<file path="src/rtl/core/bchg_pkg.sv">
`default_nettype none

package bchg_pkg;

    localparam int STAMP_W  = 32;
    localparam int TIME_W   = 16;
    localparam int VOL_W    = 7;
    localparam int CLICK_W  = 2;
    localparam int CFG_IDX_W = 3;
    localparam int CFG_DATA_W = 16;

    localparam logic [VOL_W-1:0]   VOLUME_MAX   = 7'd100;
    localparam logic [VOL_W-1:0]   VOLUME_RESET = 7'd50;
    localparam logic [CLICK_W-1:0] CLICKS_MAX   = 2'd3;

    localparam logic [TIME_W-1:0] HOLD_MS_RESET       = 16'd400;
    localparam logic [TIME_W-1:0] SERIES_GAP_MS_RESET = 16'd400;
    localparam logic [TIME_W-1:0] REPEAT_MS_RESET     = 16'd150;
    localparam logic [TIME_W-1:0] DEBOUNCE_MS_RESET   = 16'd20;
    localparam logic [TIME_W-1:0] SETTLE_MS_RESET     = 16'd350;
    localparam logic [VOL_W-1:0]  VOLUME_STEP_RESET   = 7'd5;

    typedef enum logic [CFG_IDX_W-1:0] {
        CFG_HOLD_MS       = 3'd0,
        CFG_SERIES_GAP_MS = 3'd1,
        CFG_REPEAT_MS     = 3'd2,
        CFG_DEBOUNCE_MS   = 3'd3,
        CFG_SETTLE_MS     = 3'd4,
        CFG_VOLUME_STEP   = 3'd5
    } cfg_idx_t;

    typedef enum logic [1:0] {
        ACT_NONE  = 2'd0,
        ACT_PAUSE = 2'd1,
        ACT_NEXT  = 2'd2,
        ACT_PREV  = 2'd3
    } action_t;

    typedef struct packed {
        logic               pressed;
        logic [STAMP_W-1:0] now_ms;
    } in_t;

    typedef struct packed {
        logic [1:0]       action;
        logic [VOL_W-1:0] volume_level;
        logic             volume_changed;
    } out_t;

endpackage

`default_nettype wire

</file>
<file path="src/rtl/core/button_click_hold_gesture_unit.sv">
// Button click and hold gesture unit.
// The in channel carries one button level sample with its millisecond
// timestamp per transfer; the out channel returns one result per sample:
// the action code, the volume after that sample and a volume step flag.
// The cfg channel writes the timing registers and the volume step; it is
// always ready and should only be used while no sample is in flight.
// A sample is held in an input register; the gesture logic then updates
// the state and loads the result register, so a result follows its
// transfer in through those two registers. One sample per cycle is
// sustained while out_ready stays high: the state update is one pass of
// 32-bit subtracts and compares between the input and result registers.
// When the receiver stalls, the result register holds and the input
// register takes one more sample; in_ready falls once both are full.
// Reset empties both registers, loads the default timings and sets the
// volume to 50 with no press, no clicks and all stamps at zero.
`default_nettype none

module button_click_hold_gesture_unit (
    input  wire logic                              clk,
    input  wire logic                              rst_n,
    input  wire logic                              in_valid,
    output logic                                   in_ready,
    input  wire bchg_pkg::in_t                     in_data,
    output logic                                   out_valid,
    input  wire logic                              out_ready,
    output bchg_pkg::out_t                         out_data,
    input  wire logic                              cfg_valid,
    output logic                                   cfg_ready,
    input  wire logic [bchg_pkg::CFG_IDX_W-1:0]    cfg_index,
    input  wire logic [bchg_pkg::CFG_DATA_W-1:0]   cfg_data
);
    import bchg_pkg::*;

    logic [TIME_W-1:0] hold_ms_reg;
    logic [TIME_W-1:0] series_gap_ms_reg;
    logic [TIME_W-1:0] repeat_ms_reg;
    logic [TIME_W-1:0] debounce_ms_reg;
    logic [TIME_W-1:0] settle_ms_reg;
    logic [VOL_W-1:0]  volume_step_reg;

    logic               was_pressed_reg, was_pressed_next;
    logic [STAMP_W-1:0] press_stamp_reg, press_stamp_next;
    logic [STAMP_W-1:0] release_stamp_reg, release_stamp_next;
    logic [STAMP_W-1:0] repeat_stamp_reg, repeat_stamp_next;
    logic [CLICK_W-1:0] clicks_reg, clicks_next;
    logic               hold_done_reg, hold_done_next;
    logic [VOL_W-1:0]   volume_reg, volume_next;

    logic in_full_reg;
    in_t  in_hold_reg;
    logic out_full_reg;
    out_t out_reg, out_next;

    logic advance;

    logic               pressed;
    logic [STAMP_W-1:0] now;
    logic               press_edge, release_edge, fire, settle_hit;
    logic [STAMP_W-1:0] since_release, since_press, since_repeat;
    logic [STAMP_W-1:0] press_stamp_1;
    logic [CLICK_W-1:0] clicks_1, clicks_2;
    logic               hold_done_1;
    logic [VOL_W:0]     vol_up;
    logic [1:0]         action;
    logic               changed;

    assign advance   = in_full_reg && (!out_full_reg || out_ready);
    assign in_ready  = !in_full_reg || advance;
    assign out_valid = out_full_reg;
    assign out_data  = out_reg;
    assign cfg_ready = 1'b1;

    assign pressed = in_hold_reg.pressed;
    assign now     = in_hold_reg.now_ms;

    always_comb
    begin
        press_edge   = pressed && !was_pressed_reg;
        release_edge = !pressed && was_pressed_reg;

        // press edge
        since_release = now - release_stamp_reg;
        press_stamp_1 = press_edge ? now : press_stamp_reg;
        hold_done_1   = press_edge ? 1'b0 : hold_done_reg;
        clicks_1      = clicks_reg;
        if (press_edge && (since_release > {16'd0, series_gap_ms_reg}))
        begin
            clicks_1 = '0;
        end

        // hold repeat
        since_press  = now - press_stamp_1;
        since_repeat = now - repeat_stamp_reg;
        fire = pressed && (since_press > {16'd0, hold_ms_reg})
               && (since_repeat > {16'd0, repeat_ms_reg});

        repeat_stamp_next = repeat_stamp_reg;
        hold_done_next    = hold_done_1;
        volume_next       = volume_reg;
        changed           = 1'b0;
        vol_up            = {1'b0, volume_reg} + {1'b0, volume_step_reg};
        if (fire)
        begin
            repeat_stamp_next = now;
            hold_done_next    = 1'b1;
            if (clicks_1 == 2'd0)
            begin
                volume_next = (vol_up > {1'b0, VOLUME_MAX}) ? VOLUME_MAX
                                                           : vol_up[VOL_W-1:0];
                changed = 1'b1;
            end
            else if (clicks_1 == 2'd1)
            begin
                volume_next = (volume_reg > volume_step_reg)
                              ? (volume_reg - volume_step_reg) : '0;
                changed = 1'b1;
            end
        end

        // release edge; no repeat can fire here, so the press state is as stored
        release_stamp_next = release_edge ? now : release_stamp_reg;
        clicks_2 = clicks_1;
        if (release_edge)
        begin
            if (hold_done_1)
            begin
                clicks_2 = '0;
            end
            else if ((since_press > {16'd0, debounce_ms_reg}) && (clicks_1 != CLICKS_MAX))
            begin
                clicks_2 = clicks_1 + 2'd1;
            end
        end

        // settle: the click count maps straight onto the action code
        settle_hit = !pressed && (clicks_2 != 2'd0)
                     && ((now - release_stamp_next) > {16'd0, settle_ms_reg});
        action      = settle_hit ? clicks_2 : ACT_NONE;
        clicks_next = settle_hit ? '0 : clicks_2;

        press_stamp_next = press_stamp_1;
        was_pressed_next = pressed;

        out_next.action         = action;
        out_next.volume_level   = volume_next;
        out_next.volume_changed = changed;
    end

    always_ff @(posedge clk or negedge rst_n)
    begin
        if (!rst_n)
        begin
            in_full_reg       <= 1'b0;
            out_full_reg      <= 1'b0;
            was_pressed_reg   <= 1'b0;
            press_stamp_reg   <= '0;
            release_stamp_reg <= '0;
            repeat_stamp_reg  <= '0;
            clicks_reg        <= '0;
            hold_done_reg     <= 1'b0;
            volume_reg        <= VOLUME_RESET;
        end
        else
        begin
            if (in_ready)
            begin
                in_full_reg <= in_valid;
            end
            if (advance)
            begin
                out_full_reg      <= 1'b1;
                was_pressed_reg   <= was_pressed_next;
                press_stamp_reg   <= press_stamp_next;
                release_stamp_reg <= release_stamp_next;
                repeat_stamp_reg  <= repeat_stamp_next;
                clicks_reg        <= clicks_next;
                hold_done_reg     <= hold_done_next;
                volume_reg        <= volume_next;
            end
            else if (out_ready)
            begin
                out_full_reg <= 1'b0;
            end
        end
    end

    always_ff @(posedge clk or negedge rst_n)
    begin
        if (!rst_n)
        begin
            hold_ms_reg       <= HOLD_MS_RESET;
            series_gap_ms_reg <= SERIES_GAP_MS_RESET;
            repeat_ms_reg     <= REPEAT_MS_RESET;
            debounce_ms_reg   <= DEBOUNCE_MS_RESET;
            settle_ms_reg     <= SETTLE_MS_RESET;
            volume_step_reg   <= VOLUME_STEP_RESET;
        end
        else if (cfg_valid)
        begin
            case (cfg_index)
                CFG_HOLD_MS:       hold_ms_reg       <= cfg_data;
                CFG_SERIES_GAP_MS: series_gap_ms_reg <= cfg_data;
                CFG_REPEAT_MS:     repeat_ms_reg     <= cfg_data;
                CFG_DEBOUNCE_MS:   debounce_ms_reg   <= cfg_data;
                CFG_SETTLE_MS:     settle_ms_reg     <= cfg_data;
                CFG_VOLUME_STEP:   volume_step_reg   <= cfg_data[VOL_W-1:0];
                default:           ;
            endcase
        end
    end

    // payload registers
    always_ff @(posedge clk)
    begin
        if (in_valid && in_ready)
        begin
            in_hold_reg <= in_data;
        end
        if (advance)
        begin
            out_reg <= out_next;
        end
    end

endmodule

`default_nettype wire
</file>
<file path="config.mk">
export PLATFORM = sky130hd
export DESIGN_NAME = button_click_hold_gesture_unit
export DESIGN_NICKNAME = d
export VERILOG_FILES = /design/src/rtl/core/bchg_pkg.sv /design/src/rtl/core/button_click_hold_gesture_unit.sv
export SDC_FILE = /design/constraint.sdc
export NUM_CORES = 1
export LEC_CHECK = 0
export BUFFER_PORTS_ARGS = -buffer_cell sky130_fd_sc_hd__buf_2
export CORE_MARGIN = 2
export CORE_UTILIZATION = 27
export DETAILED_ROUTE_END_ITERATION = 8
export GPL_TIMING_DRIVEN = 0
export SLEW_MARGIN = 40
export SYNTH_ARGS = -nofsm -noshare
export SYNTH_HDL_FRONTEND = slang
export SYNTH_SLANG_ARGS = --single-unit
</file>
<file path="constraint.sdc">
create_clock -name clk -period 5.5 [get_ports clk]
set_clock_uncertainty 0.05 [all_clocks]
set_input_delay 0 -clock clk [delete_from_list [all_inputs] [get_ports clk]]
set_output_delay 0 -clock clk [all_outputs]
set_load 0.005 [all_outputs]
</file>
==> reports/summary.txt <==
status -> complete, but fails checks
failing checks -> negative setup slack
top cell type by total area after synthesis -> dfrtp_1
Non-Filler Instances -> 3454
Crit path required time -> 5780 ps
root buf cell -> clkbuf_16
final instance area -> 24950 um^2
Vias/cell -> 5.039
Final Net Count -> 2752
GRT busiest layer -> met2
Avg Cell Area, Syn -> 8.952 um^2
synth unique cells -> 84
Placed Cells -> 3239
commonest non-fill, non-tap cell in the layout -> inv_1
Critical R2R Launch -> now[9]
WHS -> 71.29 ps
Antenna Nets Post-Route -> 0
Slew headroom -> 46.63%
vias post-DR -> 17403
DIE WIDTH -> 274.5 um
die area -> 75350 um^2
flop2flop setup slack -> -130 ps
crit path kind -> register to register
Die Y-Extent -> 274.5 um
Clk Latency, worst-skew pair -> 590 ps
EDFF count, synth -> 43
Mapped Area -> 19760 um^2
sequential area share after synthesis -> 31.51%
Port Buffer Count -> 68
met3 usage -> 1.445%
f_max -> 0.1776 GHz
global routing met1 resource utilization -> 20.73%
CP Data Arrival Time -> 5920 ps
critical path endpoint category -> register
Primary FF master, synth -> dfrtp_1
WL per Instance -> 17.65 um
pin count of the biggest net entering global routing -> 70
final setup fails -> 4
FF-to-FF End -> out_data[3]
DRT Pass-1 Iters -> 5
synth top area cells -> dfrtp_1 (22%), ha_1 (14%), edfxtp_1 (6.5%), mux2_2 (5.5%), a21oi_1 (5.0%)
final hold vios -> 0
RSZ-0062 raised after global routing -> true
H-tree depth -> 1
clk slew on worst S/H paths -> 60 ps
Post-Synthesis Cells -> 2207
Slew Viols, Final -> 0
P&R area growth vs syn -> 26.30%
gr usage total -> 15.72%
post-DP HPWL -> 44750 um
Hold Path Stages -> 2
worst r2r path cells -> 26
CTS tree -> done
Synth top area share -> 21.91%
Routed WL -> 60960 um
Hold EP -> now[12]
Slew @ Worst Pin -> 790.4 ps
fin crit period -> 5632 ps
core area -> 72710 um^2
commonest cells after routing, fill and taps aside -> inv_1 (203), ha_1 (198), nand2_1 (180), a21oi_1 (179), dfrtp_1 (173)
synth warn -> 0
Placed Area -> 21470 um^2
ys async rst share -> 82.01%
remaining global-route overflow -> 0
CP Launch Type -> register
power density over the cells -> 467.3 nW/um^2
clk sink count -> 239
Placer Congestion -> 0.8877
initial core utilization -> 27.17%
synthesis-stage register bit count -> 239
Synth Net Count -> 2489
first-pass GRT wire length -> 93830 um
Rows -> 99
Lkg Pwr -> 10.91 nW
CTS buffer count -> 30
vias in the first global route -> 16833
antenna violations before repair -> 1
setup ws final -> -131.7 ps
DRC -> 0
hold path startpoint -> in_data[12]
met2 GRT Util -> 26.94%
Clock Path Buffers -> 3
Fillers -> 7327
share of cells above drive strength 1 -> 21.93%
number of max-cap violations -> 0
HP Class -> input pin to register
worst vdd rail ir drop -> 0.0003172 V
worst-path fanout max -> 6
Iteration-0 DRC Markers -> 1155
Top Ports -> 70
Final Cycle Share -> 102.4%
how the worst max path moves through the flow:
stage | endpoint | start | depth (start not counted) | slack [ps]
2_1_floorplan | out_data[3] | now[5] | 24 | 60
3_3_place_gp | out_data[8] | pressed | 23 | -2060
3_5_place_dp | out_data[3] | now[1] | 26 | -1460
4_1_cts | out_data[3] | now[3] | 26 | -160
5_1_grt | out_data[3] | now[3] | 26 | -330
6_report | out_data[3] | now[9] | 26 | -130
logic make-up after synthesis:
family | Yosys count | synth area share, %
AOI/OAI and AO/OA | 647 | 20.44
and+or+nand+nor | 551 | 13.70
buffers and inverters | 279 | 5.472
DFF | 239 | 31.51
adders and majority gates | 225 | 14.48
muxes | 171 | 10.22
xor gates and xnor gates | 94 | 4.167
other | 1 | 0.01898
routing by layer:
metal | share of wire (%) | vias to the layer above
met2 | 48 | 403
met3 | 3.9 | 105
met1 | 45 | 8379
li1 | - | 8516
met4 | 3.4 | 0
met5 | 0 | -
repair_timing:
action	in CTS	in global routing
gates cloned	0	1
setup endpoints to repair	52	51
gates resized for setup	146	111
pin swaps	46	64
hold buffers	61	0
hold endpoints to repair	332	0
setup buffers	65	37
Yosys cell counts, drive strengths merged, types with 23 or more instances:
cell type and n:
nand3 34, a21oi 200, nor2 128, dfrtp 173, inv 208, a211oi 25, o21ai 164, o21a 32
dfstp 23, clkbuf 64, mux2i 37, a21o 69, nor3 26, ha 219, nand2b 29, edfxtp 43
xor2 34, nand2 187, mux2 134, xnor2 60, nand4 32
power breakdown:
| group | internal (mW) | leakage (nW) | switching [mW] | total [mW] |
|---|---|---|---|---|
| Sequential | 2.27 | 2.72 | 0.264 | 2.54 |
| Clock | 1.15 | 0.483 | 0.820 | 1.97 |
| Combinational | 3.15 | 7.70 | 4.00 | 7.15 |
| Total | 6.57 | 10.9 | 5.09 | 11.7 |
layout make-up:
cell class | count | area [um^2] | share of cell area [%]
multi-input combinational | 1689 | 13400 | 53.72
sequential | 239 | 6225 | 24.95
timing repair buffer | 236 | 1976 | 7.918
tap | 959 | 1200 | 4.809
clock buffer | 46 | 882.1 | 3.535
inverter | 208 | 793.3 | 3.179
buffer | 66 | 376.6 | 1.509
clock inverter | 10 | 93.84 | 0.3761
antenna | 1 | 2.502 | 0.01003
per-stage QoR:
| stage | power (mW) | worst slack (ps) | setup TNS, ps | utilization (%) |
|---|---|---|---|---|
| after detailed placement | 8.643 | -1457 | -68130 | 29.53 |
| after CTS | 11.22 | -155.8 | -205.3 | 33.30 |
| final | 11.66 | -131.7 | -223.6 | 34.32 |
| after floorplan | 7.113 | 57.09 | 0 | - |
| after global placement | 8.568 | -2059 | -70070 | 29.33 |
| after global routing | 12.59 | -331.7 | -7210 | 34.31 |
critical path, cell delays in order (launching register included):
cell	delay, ps
edfxtp_1	440
ha_2	430
nand4_1	210
nor4_2	220
o21ai_2	120
nand3_2	110
nand3_1	80
nand2_1	140
xor2_2	110
ha_1	330
nand2_1	90
nor2_2	150
nand2_2	90
nor4_4	300
a21oi_4	100
a2111oi_4	210
nand4_1	130
or4_4	510
o31ai_4	310
buf_4	170
inv_2	40
ha_4	160
a21o_1	180
o22a_1	180
o22ai_1	120
a21oi_1	80
mux2_2	300
No activity file was read; power rests on OpenSTA's default activity.
